## src/rtl/core/b64d_pkg.sv

```systemverilog
// package: shared types, constants and the alphabet lookup for the base64 decoder
`timescale 1ns / 1ps

package b64d_pkg;

    // ascii codes of interest
    localparam logic [7:0] PAD_CODE     = 8'h3D;
    localparam logic [7:0] CHAR_UPPER_A = 8'h41;
    localparam logic [7:0] CHAR_UPPER_Z = 8'h5A;
    localparam logic [7:0] CHAR_LOWER_A = 8'h61;
    localparam logic [7:0] CHAR_LOWER_Z = 8'h7A;
    localparam logic [7:0] CHAR_DIGIT_0 = 8'h30;
    localparam logic [7:0] CHAR_DIGIT_9 = 8'h39;
    localparam logic [7:0] CHAR_PLUS    = 8'h2B;
    localparam logic [7:0] CHAR_SLASH   = 8'h2F;

    // sextet offsets of the alphabet ranges
    localparam logic [5:0] LOWER_BASE = 6'd26;
    localparam logic [5:0] DIGIT_BASE = 6'd52;
    localparam logic [5:0] PLUS_VAL   = 6'd62;
    localparam logic [5:0] SLASH_VAL  = 6'd63;

    // position within a four-character group
    localparam logic [1:0] POS_FIRST  = 2'd0;
    localparam logic [1:0] POS_SECOND = 2'd1;
    localparam logic [1:0] POS_THIRD  = 2'd2;
    localparam logic [1:0] POS_FOURTH = 2'd3;

    // queue between front and back end
    localparam int FIFO_DEPTH = 2;
    localparam int FIFO_PTR_W = (FIFO_DEPTH > 1) ? $clog2(FIFO_DEPTH) : 1;
    localparam int FIFO_CNT_W = $clog2(FIFO_DEPTH + 1);

    // classified character as it travels to the back end
    typedef struct packed {
        logic [5:0] sextet;
        logic       is_pad;
        logic       is_alpha;
        logic       last_char;
    } b64d_item_t;

    // map one character to its classified form
    function automatic b64d_item_t classify(input logic [7:0] code, input logic last);
        b64d_item_t item;
        item.sextet    = '0;
        item.is_pad    = (code == PAD_CODE);
        item.is_alpha  = 1'b1;
        item.last_char = last;
        if (code >= CHAR_UPPER_A && code <= CHAR_UPPER_Z)
        begin
            item.sextet = 6'(code - CHAR_UPPER_A);
        end
        else if (code >= CHAR_LOWER_A && code <= CHAR_LOWER_Z)
        begin
            item.sextet = 6'(code - CHAR_LOWER_A) + LOWER_BASE;
        end
        else if (code >= CHAR_DIGIT_0 && code <= CHAR_DIGIT_9)
        begin
            item.sextet = 6'(code - CHAR_DIGIT_0) + DIGIT_BASE;
        end
        else if (code == CHAR_PLUS)
        begin
            item.sextet = PLUS_VAL;
        end
        else if (code == CHAR_SLASH)
        begin
            item.sextet = SLASH_VAL;
        end
        else
        begin
            item.is_alpha = 1'b0;
        end
        return item;
    endfunction

endpackage

```

## src/rtl/core/b64d_if.sv

```systemverilog
// interfaces: character input channel and decoded byte output channel
`timescale 1ns / 1ps

interface b64d_char_if;
    logic       valid;
    logic       ready;
    logic [7:0] char_code;
    logic       last_char;

    modport source (output valid, output char_code, output last_char, input ready);
    modport sink   (input valid, input char_code, input last_char, output ready);
endinterface

interface b64d_byte_if;
    logic       valid;
    logic       ready;
    logic [7:0] data_byte;
    logic       byte_valid;
    logic       stream_end;
    logic       bad_char;

    modport source (output valid, output data_byte, output byte_valid,
                    output stream_end, output bad_char, input ready);
    modport sink   (input valid, input data_byte, input byte_valid,
                    input stream_end, input bad_char, output ready);
endinterface

```

## src/rtl/core/b64d_front.sv

```systemverilog
// front end: accepts characters, classifies them and registers the result
`timescale 1ns / 1ps

module b64d_front (
    input  logic                clk,
    input  logic                rst_n,
    b64d_char_if.sink           char_chan,
    output logic                item_valid,
    input  logic                item_ready,
    output b64d_pkg::b64d_item_t item
);
    import b64d_pkg::*;

    logic       vld_reg;
    b64d_item_t item_reg;
    logic       take;

    // accept a beat whenever the stage is empty or drains this cycle
    assign char_chan.ready = !vld_reg || item_ready;
    assign take            = char_chan.valid && char_chan.ready;

    // stage valid
    always_ff @(posedge clk or negedge rst_n)
    begin
        if (!rst_n)
        begin
            vld_reg <= 1'b0;
        end
        else if (take)
        begin
            vld_reg <= 1'b1;
        end
        else if (item_ready)
        begin
            vld_reg <= 1'b0;
        end
    end

    // classified payload
    always_ff @(posedge clk)
    begin
        if (take)
        begin
            item_reg <= classify(char_chan.char_code, char_chan.last_char);
        end
    end

    assign item_valid = vld_reg;
    assign item       = item_reg;

endmodule

```

## src/rtl/core/b64d_fifo.sv

```systemverilog
// short queue that decouples the front end from the decode back end
`timescale 1ns / 1ps

module b64d_fifo (
    input  logic                 clk,
    input  logic                 rst_n,
    input  logic                 push_valid,
    output logic                 push_ready,
    input  b64d_pkg::b64d_item_t push_item,
    output logic                 pop_valid,
    input  logic                 pop_ready,
    output b64d_pkg::b64d_item_t pop_item
);
    import b64d_pkg::*;

    b64d_item_t            mem [FIFO_DEPTH];
    logic [FIFO_PTR_W-1:0] wr_ptr_reg;
    logic [FIFO_PTR_W-1:0] rd_ptr_reg;
    logic [FIFO_CNT_W-1:0] count_reg;
    logic                  do_push;
    logic                  do_pop;

    assign push_ready = (count_reg != FIFO_CNT_W'(FIFO_DEPTH));
    assign pop_valid  = (count_reg != '0);
    assign do_push    = push_valid && push_ready;
    assign do_pop     = pop_valid && pop_ready;
    assign pop_item   = mem[rd_ptr_reg];

    // pointer advance with wrap at the queue depth
    function automatic logic [FIFO_PTR_W-1:0] ptr_inc(input logic [FIFO_PTR_W-1:0] p);
        return (p == FIFO_PTR_W'(FIFO_DEPTH - 1)) ? '0 : p + 1'b1;
    endfunction

    // pointers and fill count
    always_ff @(posedge clk or negedge rst_n)
    begin
        if (!rst_n)
        begin
            wr_ptr_reg <= '0;
            rd_ptr_reg <= '0;
            count_reg  <= '0;
        end
        else
        begin
            if (do_push)
            begin
                wr_ptr_reg <= ptr_inc(wr_ptr_reg);
            end
            if (do_pop)
            begin
                rd_ptr_reg <= ptr_inc(rd_ptr_reg);
            end
            if (do_push && !do_pop)
            begin
                count_reg <= count_reg + 1'b1;
            end
            else if (do_pop && !do_push)
            begin
                count_reg <= count_reg - 1'b1;
            end
        end
    end

    // entry storage
    always_ff @(posedge clk)
    begin
        if (do_push)
        begin
            mem[wr_ptr_reg] <= push_item;
        end
    end

endmodule

```

## src/rtl/core/b64d_back.sv

```systemverilog
// back end: group tracking, byte assembly and the output register
`timescale 1ns / 1ps

module b64d_back (
    input  logic                 clk,
    input  logic                 rst_n,
    input  logic                 item_valid,
    output logic                 item_ready,
    input  b64d_pkg::b64d_item_t item,
    b64d_byte_if.source          byte_chan
);
    import b64d_pkg::*;

    // decode state
    logic [5:0] left_reg;
    logic [5:0] left_next;
    logic [1:0] pos_reg;
    logic [1:0] pos_next;
    logic       pad_seen_reg;
    logic       pad_seen_next;

    // result register
    logic       out_vld_reg;
    logic [7:0] byte_reg;
    logic [7:0] byte_next;
    logic       bv_reg;
    logic       bv_next;
    logic       end_reg;
    logic       bad_reg;
    logic       bad_next;

    logic       take;

    assign item_ready = !out_vld_reg || byte_chan.ready;
    assign take       = item_valid && item_ready;

    // one decode step per character
    always_comb
    begin
        left_next     = left_reg;
        pos_next      = pos_reg;
        pad_seen_next = pad_seen_reg;
        byte_next     = '0;
        bv_next       = 1'b0;
        bad_next      = 1'b0;
        if (item.is_pad)
        begin
            if (pos_reg == POS_THIRD)
            begin
                pad_seen_next = 1'b1;
                pos_next      = POS_FOURTH;
            end
            else if (pos_reg == POS_FOURTH)
            begin
                pad_seen_next = 1'b0;
                pos_next      = POS_FIRST;
                left_next     = '0;
            end
            else
            begin
                bad_next = 1'b1;
            end
        end
        else if (!item.is_alpha || pad_seen_reg)
        begin
            bad_next = 1'b1;
        end
        else
        begin
            unique case (pos_reg)
                POS_FIRST:
                begin
                    left_next = item.sextet;
                end
                POS_SECOND:
                begin
                    byte_next = {left_reg, item.sextet[5:4]};
                    bv_next   = 1'b1;
                    left_next = {2'b00, item.sextet[3:0]};
                end
                POS_THIRD:
                begin
                    byte_next = {left_reg[3:0], item.sextet[5:2]};
                    bv_next   = 1'b1;
                    left_next = {4'b0000, item.sextet[1:0]};
                end
                default:
                begin
                    byte_next = {left_reg[1:0], item.sextet};
                    bv_next   = 1'b1;
                    left_next = '0;
                end
            endcase
            pos_next = pos_reg + 1'b1;
        end
        // final character closes the stream
        if (item.last_char)
        begin
            if (pos_next == POS_SECOND)
            begin
                bad_next = 1'b1;
            end
            left_next     = '0;
            pos_next      = POS_FIRST;
            pad_seen_next = 1'b0;
        end
    end

    // control state and result valid
    always_ff @(posedge clk or negedge rst_n)
    begin
        if (!rst_n)
        begin
            left_reg     <= '0;
            pos_reg      <= POS_FIRST;
            pad_seen_reg <= 1'b0;
            out_vld_reg  <= 1'b0;
        end
        else if (take)
        begin
            left_reg     <= left_next;
            pos_reg      <= pos_next;
            pad_seen_reg <= pad_seen_next;
            out_vld_reg  <= 1'b1;
        end
        else if (byte_chan.ready)
        begin
            out_vld_reg <= 1'b0;
        end
    end

    // result payload
    always_ff @(posedge clk)
    begin
        if (take)
        begin
            byte_reg <= byte_next;
            bv_reg   <= bv_next;
            end_reg  <= item.last_char;
            bad_reg  <= bad_next;
        end
    end

    assign byte_chan.valid      = out_vld_reg;
    assign byte_chan.data_byte  = byte_reg;
    assign byte_chan.byte_valid = bv_reg;
    assign byte_chan.stream_end = end_reg;
    assign byte_chan.bad_char   = bad_reg;

    // a completed byte is never flagged bad
    assert property (@(posedge clk) disable iff (!rst_n)
        byte_chan.valid && byte_chan.byte_valid |-> !byte_chan.bad_char)
        else $error("byte beat carries bad_char");

    // padding can only be pending at the last group position
    assert property (@(posedge clk) disable iff (!rst_n)
        pad_seen_reg |-> pos_reg == POS_FOURTH)
        else $error("padding pending outside the last group position");

    // the final character returns the decoder to its idle state
    assert property (@(posedge clk) disable iff (!rst_n)
        take && item.last_char |=> pos_reg == POS_FIRST && !pad_seen_reg && left_reg == '0)
        else $error("state not cleared after the final character");

    // every character taken shows up as a result beat
    assert property (@(posedge clk) disable iff (!rst_n)
        take |=> byte_chan.valid)
        else $error("result beat missing after a character was taken");

endmodule

```

## src/rtl/core/base64_stream_decoder_unit.sv

```systemverilog
// top level of the streaming base64 decoder
`timescale 1ns / 1ps

// Streaming base64 decoder for the standard alphabet: one character beat in, one result
// beat out. Sustained rate is one character per clock while dec_chan.ready is held high;
// the back end does one decode step per cycle and the output register reloads in the same
// cycle its beat is taken. While a result waits, the classify stage and the queue keep
// taking characters until three are held, then enc_chan.ready drops.
// An input beat reaches its result beat through the classify register, the queue and the
// result register. A byte is reported on the second, third and fourth character of a
// group; '=' padding is optional, and the beat marked last_char resets the group state.
// bad_char flags characters outside the alphabet, misplaced padding, data after padding,
// and a final group of one character; flagged characters are otherwise ignored.

module base64_stream_decoder_unit (
    input  logic         clk,
    input  logic         rst_n,
    b64d_char_if.sink    enc_chan,
    b64d_byte_if.source  dec_chan
);
    import b64d_pkg::*;

    logic       f_valid;
    logic       f_ready;
    b64d_item_t f_item;
    logic       q_valid;
    logic       q_ready;
    b64d_item_t q_item;

    // classify incoming characters
    b64d_front u_front (
        .clk        (clk),
        .rst_n      (rst_n),
        .char_chan  (enc_chan),
        .item_valid (f_valid),
        .item_ready (f_ready),
        .item       (f_item)
    );

    // decoupling queue
    b64d_fifo u_fifo (
        .clk        (clk),
        .rst_n      (rst_n),
        .push_valid (f_valid),
        .push_ready (f_ready),
        .push_item  (f_item),
        .pop_valid  (q_valid),
        .pop_ready  (q_ready),
        .pop_item   (q_item)
    );

    // decode and deliver
    b64d_back u_back (
        .clk        (clk),
        .rst_n      (rst_n),
        .item_valid (q_valid),
        .item_ready (q_ready),
        .item       (q_item),
        .byte_chan  (dec_chan)
    );

endmodule

```

## src/flat_wrapper.sv

```systemverilog
// flat-port wrapper written by rule: the top's interface ports become plain ports
module base64_stream_decoder_unit_flat import b64d_pkg::*;
  (clk, rst_n, enc_chan_valid, enc_chan_char_code, enc_chan_last_char, enc_chan_ready, dec_chan_valid, dec_chan_data_byte, dec_chan_byte_valid, dec_chan_stream_end, dec_chan_bad_char, dec_chan_ready);
  b64d_char_if enc_chan_i ();
  b64d_byte_if dec_chan_i ();
  input  logic clk;
  input  logic rst_n;
  input wire logic [$bits(enc_chan_i.valid)-1:0] enc_chan_valid;
  input wire logic [$bits(enc_chan_i.char_code)-1:0] enc_chan_char_code;
  input wire logic [$bits(enc_chan_i.last_char)-1:0] enc_chan_last_char;
  output wire logic [$bits(enc_chan_i.ready)-1:0] enc_chan_ready;
  output wire logic [$bits(dec_chan_i.valid)-1:0] dec_chan_valid;
  output wire logic [$bits(dec_chan_i.data_byte)-1:0] dec_chan_data_byte;
  output wire logic [$bits(dec_chan_i.byte_valid)-1:0] dec_chan_byte_valid;
  output wire logic [$bits(dec_chan_i.stream_end)-1:0] dec_chan_stream_end;
  output wire logic [$bits(dec_chan_i.bad_char)-1:0] dec_chan_bad_char;
  input wire logic [$bits(dec_chan_i.ready)-1:0] dec_chan_ready;
  assign enc_chan_i.valid = enc_chan_valid;
  assign enc_chan_i.char_code = enc_chan_char_code;
  assign enc_chan_i.last_char = enc_chan_last_char;
  assign enc_chan_ready = enc_chan_i.ready;
  assign dec_chan_valid = dec_chan_i.valid;
  assign dec_chan_data_byte = dec_chan_i.data_byte;
  assign dec_chan_byte_valid = dec_chan_i.byte_valid;
  assign dec_chan_stream_end = dec_chan_i.stream_end;
  assign dec_chan_bad_char = dec_chan_i.bad_char;
  assign dec_chan_i.ready = dec_chan_ready;
  base64_stream_decoder_unit u_core (.clk(clk), .rst_n(rst_n), .enc_chan(enc_chan_i), .dec_chan(dec_chan_i));
endmodule
```

## config.mk

```make
export PLATFORM = sky130hd
export DESIGN_NAME = base64_stream_decoder_unit_flat
export DESIGN_NICKNAME = d
export VERILOG_FILES = /design/src/rtl/core/b64d_pkg.sv /design/src/rtl/core/b64d_if.sv /design/src/rtl/core/b64d_front.sv /design/src/rtl/core/b64d_fifo.sv /design/src/rtl/core/b64d_back.sv /design/src/rtl/core/base64_stream_decoder_unit.sv /design/src/flat_wrapper.sv
export SDC_FILE = /design/constraint.sdc
export NUM_CORES = 1
export LEC_CHECK = 0
export BUFFER_PORTS_ARGS = -buffer_cell sky130_fd_sc_hd__buf_2
export CELL_PAD_IN_SITES_DETAIL_PLACEMENT = 1
export CELL_PAD_IN_SITES_GLOBAL_PLACEMENT = 1
export CORE_ASPECT_RATIO = 1.25
export CORE_MARGIN = 2
export CORE_UTILIZATION = 50
export CTS_BUF_LIST = sky130_fd_sc_hd__clkbuf_4
export DETAILED_ROUTE_END_ITERATION = 10
export GPL_TIMING_DRIVEN = 0
export HOLD_SLACK_MARGIN = 0.05
export PLACE_DENSITY = 0.91
export SYNTH_ARGS = -nofsm -noshare
export SYNTH_HDL_FRONTEND = slang
export SYNTH_SLANG_ARGS = --single-unit
```

## constraint.sdc

```tcl
create_clock -name clk -period 3 [get_ports clk]
set_input_delay 0.3 -clock clk [delete_from_list [all_inputs] [get_ports clk]]
set_output_delay 0.3 -clock clk [all_outputs]
set_load 0.1 [all_outputs]
```

# == Yosys cells after proc, flatten, opt, wreduce, memory -nomap -nowiden ==
# Memory sizes are Yosys's and may differ from the RTL's.
# Cells that the tools add are included.
# word_totals
ff_bits,35
ram_bits,18
output_inout_bits,13
word_cells,110
memories,1
# classes
n_addsub,10
order_cmp,6
eq_ne,11
n_mux,39
reduce_logical,27
# memory_table
name,depth,word_bits,read_ports,rd_ports_with_merged_regs,write_ports,line,text
u_core.u_fifo.mem,2,9,1,0,1,b64d_fifo.sv:16,b64d_item_t mem [FIFO_DEPTH];
# op_table
operator,count
2-to-1 mux 6 bit,10
"== test 8 x 6 -> 1 bit, second input constant",3
case mux 8 bit (3 select lines),1
2-to-1 mux 1 bit,20
case mux 6 bit (3 select lines),1
"greater-or-equal comparator 8 x 7 -> 1 bit, second input constant",2
"less-or-equal comparator 8 x 7 -> 1 bit, second input constant",2
2-to-1 mux 2 bit,7
"subtractor 6 bit, second input constant",2
nonzero test 2 bit,5
"greater-or-equal comparator 8 x 6 -> 1 bit, second input constant",1
"less-or-equal comparator 8 x 6 -> 1 bit, second input constant",1
logical AND 1 bit,8
"adder 6 x 5 -> 6 bit, second input constant",1
"adder 6 bit, second input constant",1
"!= test 3 bit, second input constant",2
"subtractor 6 x 1 -> 6 bit, second input constant",1
logical NOT 1 bit,5
"adder 2 x 1 -> 2 bit, second input constant",2
"== test 2 x 1 -> 1 bit, second input constant",2
"== test 2 bit, second input constant",2
AND reduction 4 bit,1
OR reduction 4 bit,1
logical OR 1 bit,3
8 further kinds,9

# == Longest topological paths before layout ==
# Gate-level depths: netlist of run 1.
# An unclocked memory read counts as a cell.
# depth
word_depth,8
ltp_mapped,8
mapped_depth_nobuf,7

# == Cells and area by module ==
# A second synthesis of run 1 with hierarchy kept.
# hier_totals
hier_cells,239
area_unflattened_um2,2882.8
# by_module_without_submodules
module,instances,cells_each,area_each_um2,seq_area_each_um2
b64d_back,1,104,1177.4,580.6
b64d_fifo,1,46,860.8,640.6
b64d_front,1,89,844.6,295.3

# == Worst setup path after synthesis of run 1 ==
# Ideal clock, no wire load.
# synth_timing
path_kind,register -> register
start,reg u_core.u_fifo.count_reg[0]
end,reg u_core.u_front.item_reg (netlist bit u_core.u_front.item[0]) (enable)
arrival_ns,1.935
setup_slack_ns,0.779
stages_incl_launch_ff,4
path_buffers,1
synth_period_minus_slack_ns,2.221
path_cell_list,dfrtp_1 > clkbuf_1 > nand3b_1 > and2_1
# synth_via
elab_chain_len,3
# synth_rtl
element,line,text
start: declaration,b64d_fifo.sv:19,logic [FIFO_CNT_W-1:0] count_reg;
start signal: assignment,b64d_fifo.sv:55,count_reg <= count_reg + 1'b1;
start signal: assignment,b64d_fifo.sv:59,count_reg <= count_reg - 1'b1;
!= test 2 bit,b64d_fifo.sv:23,assign push_ready = (count_reg != FIFO_CNT_W'(FIFO_DEPTH));
logical OR 1 bit,b64d_front.sv:19,assign char_chan.ready = !vld_reg || item_ready;
via enc_chan_ready,flat_wrapper.sv:11,output wire logic [$bits(enc_chan_i.ready)-1:0] enc_chan_ready;
logical AND 1 bit,b64d_front.sv:20,assign take = char_chan.valid && char_chan.ready;
via u_core.u_front.take,b64d_front.sv:16,logic take;
end signal: assignment,b64d_front.sv:44,"item_reg <= classify(char_chan.char_code, char_chan.last_char);"
end: declaration,b64d_front.sv:15,b64d_item_t item_reg;
# The timed path passes the listed nets, and every way through them passes these cells.
# A chain may end at the register's enable or synchronous reset.

# == Worst setup path after layout of run 1 ==
# layout_timing
start,in enc_chan_char_code[2]
end,"reg u_core.u_front.item_reg (netlist bit u_core.u_front.item[7]), data pin"
# layout_via
elab_chain_len,6
# layout_rtl
element,line,text
start: declaration,flat_wrapper.sv:9,input wire logic [$bits(enc_chan_i.char_code)-1:0] enc_chan_char_code;
"parallel branches: the longest is 5 deep, another holds subtractor 6 bit",--,
2-to-1 mux 6 bit *,b64d_pkg.sv:49,if (code >= CHAR_UPPER_A && code <= CHAR_UPPER_Z)
# Every way passes the cells marked *.

==> results of run 1 <==
[final cells by class]
class	instances	area [µm²]	area share, %
Clock buffer	5	37.5	1.21
Buffer	9	50.0	1.61
Tap cell	64	80.1	2.57
Timing Repair Buffer	25	130	4.18
Sequential cell	53	1520	48.7
Clock inverter	3	21.3	0.683
Inverter	15	56.3	1.81
Multi-Input combinational cell	167	1220	39.3
[metal layers]
layer	up-vias	part of all wire, %	GRT usage (%)
met5	-	0	0
met4	0	1.6	9.09
met3	10	3.2	2.51
met2	59	59	44.5
met1	1056	37	21.3
li1	969	-	-
[path summary, 6_finish.rpt]
kind                                                from                         to  slack (ns)
worst max-delay path               enc_chan_char_code[2]     u_core.u_front.item[7]        0.94
worst min-delay path                  enc_chan_last_char     u_core.u_front.item[0]        0.12
worst max register to register  u_core.u_fifo.rd_ptr_reg  u_core.u_back.left_reg[4]        0.99
worst min register to register    u_core.u_front.item[8]    u_core.u_fifo.mem[0][8]        0.47
max in group asynchronous                          rst_n   u_core.u_fifo.wr_ptr_reg        2.37
min in group asynchronous                          rst_n   u_core.u_back.pos_reg[0]        0.35
[power breakdown]
group | internal (mW) | switching, mW
clock | 0.0940 | 0.225
combinational | 0.398 | 1.07
sequential | 1.06 | 0.114
total | 1.55 | 1.41
[logic make-up (layout without fill, tap and decap cells)]
family / Yosys count / after routing
AOI/OAI and AO/OA: 58 / 58
xor gates and xnor gates: 8 / 8
adders and majority gates: 15 / 15
buffers and inverters: 24 / 57
DFF: 53 / 53
muxes: 17 / 17
and+or+nand+nor: 69 / 69
[through the flow]
stage | instances | instance area (µm²) | setup slack [ns]
finish | 341 | 3110 | 0.935
global route | 341 | 3110 | 0.830
CTS | 341 | 3110 | 1.01
detailed placement | 332 | 3050 | 0.623
global placement | 332 | 3050 | 0.686
floorplan | 244 | 2850 | 0.779
[repair_timing]
item | 4_1_cts | 5_1_grt
buffers inserted | 0 | 0
hold buffers | 1 | 0
hold endpoints to repair | 15 | 0
[cell usage in the layout, fill, tap and decap left out, types with 4 or more instances in the layout]
cell / instances
a211oi_1: 5
ha_1: 15
inv_1: 14
nand2b_1: 4
nand2_1: 14
nor3_1: 8
buf_2: 25
a21oi_1: 12
edfxtp_1: 38
dfrtp_1: 15
xnor2_1: 4
nor2_1: 24
a221oi_1: 9
mux2i_1: 8
nand3_1: 4
mux2_2: 8
clkbuf_4: 5
xor2_1: 4
clkbuf_1: 5
o21ai_0: 8
a22oi_1: 4
==> reports/qor.csv, run 1 <==
stage,metric,value,unit
timing,max_slew_margin,49.4,%
final_layout,n_antenna_cell,0,
final_layout,n_fill_cell,594,
placement,numPortBuffers,24,
clock_network,numCtsBuffers,5,
timing,fin_crit,2.06,ns
power_and_ir_drop,power.density,953,nW/µm²
clock_network,root_buffer,clkbuf_4,
critical_path,crit_required,3.22,ns
drt,totalWireLength,6.44,mm
synth,synth-simple-area-share,12.3,%
die,io_pins,26,
critical_path,cp.depth,8,
timing,hold_viol,0,
power_and_ir_drop,ir_worst_vdd,0.000373,V
synth,synth_xor_xnor_area_share,2.46,%
synth,yosys-top-cells-count,"38 x edfxtp_1, 24 x nor2_1, 15 x dfrtp_1, 15 x ha_1",
die,start_util,51.9,%
synth,synth_compound_area_share,15.1,%
timing,fmax,484,MHz
drt,num_vias,2094,
final_layout,largest_reg_flops,18,
synth,synth_top_cell_area_share,40.1,%
drt,drc,0,
clock_network,cts_tree,built,
global_routing,grt_pass1_wl,10.6,mm
synth,synth_cells,244,
final_layout,layout.nets,304,
synth,synth-adder-area-share,6.60,%
power_and_ir_drop,leakage,1.29,nW
final_layout,area_growth,9.45,%
timing,rsz0062_at_grt,no,
critical_path,cpMostUsedCell,o21ai_0,
timing,worst_slew_pin_slew,0.756,ns
critical_path,max_stage_delay,0.48,ns
critical_path,cp_top_family,compound AO/OA/AOI/OAI gates,
timing,slew_viol_final,0,
timing,hold_slack,0.116,ns
status,status,finished clean,
global_routing,grt_pass1_vias,2216,
clock_network,clock_path_buffers,2,
synth,syn_area,2850,µm²
critical_path,cp-start-kind,primary input,
synth,async_flop_share,28.3,%
die,coreArea,5480,µm²
synth,avgSynthCellArea,11.7,µm²
critical_path,crit_chain,buf_2 -> inv_2 -> ha_1 -> nor2b_1 -> o31ai_2 -> o21ai_0 -> a41o_1 -> o21ai_0,
clock_network,htreeDepth,2,
synth,yosysSeqAreaShare,53.3,%
die,die_w,71.5,µm
die,die_h,88.3,µm
critical_path,cp_max_fo,8,
worst_hold_path,hp-class,primary input to flop,
clock_network,cts_num_sinks,53,
synth,synth_most_common_cell,edfxtp_1,
clock_network,clkLatencyLatePin,0.37,ns
critical_path,reg2reg_depth,6,
drt,wire_per_inst,18.9,µm
clock_network,cts_resized,0,
flow_run,maxCapViolations,0,
synth,synth_cell_types,50,
synth,synth-seq-cells,53,
synth,synth_top_family_by_area,compound AO/OA/AOI/OAI gates,
die,die_area,6310,µm²
placement,gp_congestion,0.833,
timing,tns,0,ns
global_routing,grt_max_degree,18,
clock_network,cts.clk_slew.worst_paths,0.15,ns
timing,setup_viol,0,
critical_path,cpMaxStageDelayCell,o31ai_2,
final_layout,final_core_util,56.8,%
critical_path,critPathKind,primary input to flop,
placement,dp_hpwl,4.99,mm
synth,yosys_warnings,0,
drt,via_per_inst,6.14,
synth,synth_flop_cell,edfxtp_1,
timing,fin_worst_skew,0.0134,ns
critical_path,cp-end-kind,flop,
power_and_ir_drop,fin_total_pwr,2.97,mW
synth,synth_edf_count,38,
global_routing,grt_antenna_before_repair,0,
critical_path,crit_buf_inv,2,
timing,post-route-period-util,68.8,%
global_routing,grt_overflow,0,
drt,postRouteAntennaNets,0,
worst_hold_path,hold_path_depth,1,
synth,synth_area_leaders,"edfxtp_1 40%, dfrtp_1 13%, ha_1 6.6%",
critical_path,critical_path_arrival,2.29,ns
synth,synth_fp_nets,272,
drt,detail_route.first_pass.iterations,5,
final_layout,drive_above_1_share,17.7,%
drt,drt_first_iter_violations,103,
synth,synth_mux_area_share,6.51,%
die,num_rows,30,
synth,synth_top_cell_by_area,edfxtp_1,
global_routing,grt_use_total,21.6,%
Note: power is estimated with default switching activity, not from simulation.
==> inputs of run 2 (changes only) <==
==> constraint.sdc (replaced) <==
create_clock -name clk -period 2 [get_ports clk]
set_input_delay 0.2 -clock clk [delete_from_list [all_inputs] [get_ports clk]]
set_output_delay 0.2 -clock clk [all_outputs]
set_load 0.1 [all_outputs]
==> run 2 against run 1 <==
  * Clock skew shrank 0.0032 ns
  * Setup slack got worse by 0.85 ns
  * Non-clock buffer count up 3
==> reports/qor.csv, run 2 (synthesis results as in run 1) <==
stage,metric,value,unit
status,status,finished clean,
global_routing,grt_overflow,0,
critical_path,cp_max_fo,9,
critical_path,cp-start-kind,primary input,
drt,num_vias,2077,
clock_network,cts_tree,built,
critical_path,r2r_end,u_core.u_back.left_reg[1],
clock_network,htreeDepth,2,
power_and_ir_drop,power.density,1460,nW/µm²
drt,via_per_inst,6.04,
timing,fin_crit,1.92,ns
timing,slew_viol_final,0,
global_routing,met2_usage,46.9,%
critical_path,cp_top_family,compound AO/OA/AOI/OAI gates,
critical_path,critPathKind,primary input to flop,
placement,place_area,3050,µm²
final_layout,largest_reg_flops,18,
final_layout,fin_cells,344,
global_routing,busiest_layer,met2,
global_routing,grtUsageMet1,22.2,%
placement,dp.cells,332,
critical_path,r2r_start,u_core.u_fifo.rd_ptr_reg,
final_layout,n_antenna_cell,0,
placement,numPortBuffers,24,
global_routing,grt_max_degree,17,
die,io_pins,26,
critical_path,critical_path_arrival,2.12,ns
flow_run,maxCapViolations,0,
placement,gp_congestion,0.912,
final_layout,final_area,3190,µm²
timing,rsz0062_at_grt,yes,
die,die_area,6310,µm²
critical_path,cpMaxStageDelayCell,nor4_4,
drt,detail_route.first_pass.iterations,4,
timing,hold_viol,0,
worst_hold_path,hold_path_depth,3,
clock_network,cts_num_sinks,53,
drt,postRouteAntennaNets,0,
die,die_h,88.3,µm
timing,fin_worst_skew,0.0102,ns
power_and_ir_drop,ir_worst_vdd,0.000591,V
timing,fmax,522,MHz
final_layout,area_growth,12.2,%
timing,setup_viol,0,
critical_path,crit_buf_inv,2,
critical_path,crit_chain,buf_2 -> inv_1 -> ha_1 -> nor2b_1 -> o211a_1 -> nor4_4 -> a221oi_1 -> o21ai_0,
timing,post-route-period-util,95.8,%
worst_hold_path,hp-class,primary input to flop,
clock_network,cts.clk_slew.worst_paths,0.15,ns
die,start_util,51.9,%
final_layout,layout_common_cells,"38 x edfxtp_1, 25 x buf_2, 23 x nor2_1",
drt,wire_per_inst,19.0,µm
critical_path,crit_required,2.21,ns
worst_hold_path,worst_hold_path.endpoint,u_core.u_back.byte_chan.valid,
worst_hold_path,worstHoldStart,dec_chan_ready,
global_routing,grt_antenna_before_repair,0,
drt,drt_first_iter_violations,91,
global_routing,grt_pass1_vias,2338,
timing,setup_ws,0.0849,ns
timing,worst_slew_pin_slew,0.772,ns
placement,place_ws,-0.256,ns
timing,max_slew_margin,48.3,%
critical_path,max_stage_delay,0.51,ns
global_routing,met3_usage,2.39,%
final_layout,layout.nets,307,
die,num_rows,30,
clock_network,clkLatencyLatePin,0.37,ns
drt,totalWireLength,6.54,mm
power_and_ir_drop,leakage,1.33,nW
drt,drc,0,
die,die_w,71.5,µm
critical_path,cp-end-kind,flop,
final_layout,drive_above_1_share,21.1,%
placement,dp_hpwl,5.01,mm
final_layout,final_common_cell,edfxtp_1,
critical_path,reg2reg_depth,6,
critical_path,timing.reg2reg.setup_slack,0.09,ns
clock_network,clock_path_buffers,2,
clock_network,numCtsBuffers,5,
global_routing,grt_pass1_wl,11.1,mm
clock_network,root_buffer,clkbuf_4,
timing,tns,0,ns
global_routing,grt_use_total,22.8,%
die,coreArea,5480,µm²
==> run 2: how the worst max path moves through the flow <==
stage | slack (ns) | depth (start not counted) | to | start
finish | 0.08 | 8 | u_core.u_front.item[7] | enc_chan_char_code[0]
global route | -0.05 | 8 | u_core.u_front.item[7] | enc_chan_char_code[0]
CTS | 0.06 | 5 | u_core.u_back.pos_reg[0] | u_core.u_fifo.count_reg[0]
detailed placement | -0.26 | 8 | u_core.u_front.item[6] | enc_chan_char_code[2]
global placement | -0.25 | 8 | u_core.u_front.item[6] | enc_chan_char_code[2]
floorplan | -0.07 | 3 | u_core.u_front.item[0] | u_core.u_fifo.count_reg[0]
==> run 2: stage by stage <==
stage | hold slack, ns | total power [mW] | utilization [%]
after floorplan | -0.0956 | 3.52 | -
after global placement | 0.131 | 3.85 | 55.7
after detailed placement | 0.142 | 4.00 | 55.7
after CTS | 0.0646 | 4.63 | 57.7
after global routing | 0.119 | 4.91 | 58.2
final | 0.108 | 4.66 | 58.2
==> run 2: worst register-to-register path, stage by stage, from the launching register on <==
cell and delay, ns:
dfrtp_1 0.41, buf_6 0.13, nor4b_1 0.31, nor2_1 0.10, a22o_1 0.22, a21oi_4 0.27, mux2_2 0.37
==> run 2: power by group <==
part	internal [mW]	leakage [nW]	switching (mW)
sequential	1.59	0.559	0.174
combinational	0.635	0.726	1.64
clock	0.280	0.0459	0.335
total	2.51	1.33	2.15
==> run 2: what timing repair did <==
action / 4_1_cts / 5_1_grt
setup endpoints to repair: 0 / 11
buffers inserted: 0 / 1
hold buffers: 3 / 0
gates resized for setup: 0 / 7
hold endpoints to repair: 17 / 0
==> run 2: area by class of cell <==
cell class / instances / area, µm²
Clock inverter: 2 / 38.8
Fill cell: 585 / 2290
Tap cell: 64 / 80.1
Buffer: 9 / 53.8
Sequential cell: 53 / 1520
Clock buffer: 6 / 45.0
Multi-Input combinational cell: 167 / 1240
Inverter: 15 / 56.3
Timing Repair Buffer: 28 / 158
==> run 2: metal layers <==
metal,up-vias,wire length (µm)
met5,-,0
met4,0,142
met3,12,116
met2,46,3840
met1,1044,2440
li1,975,-
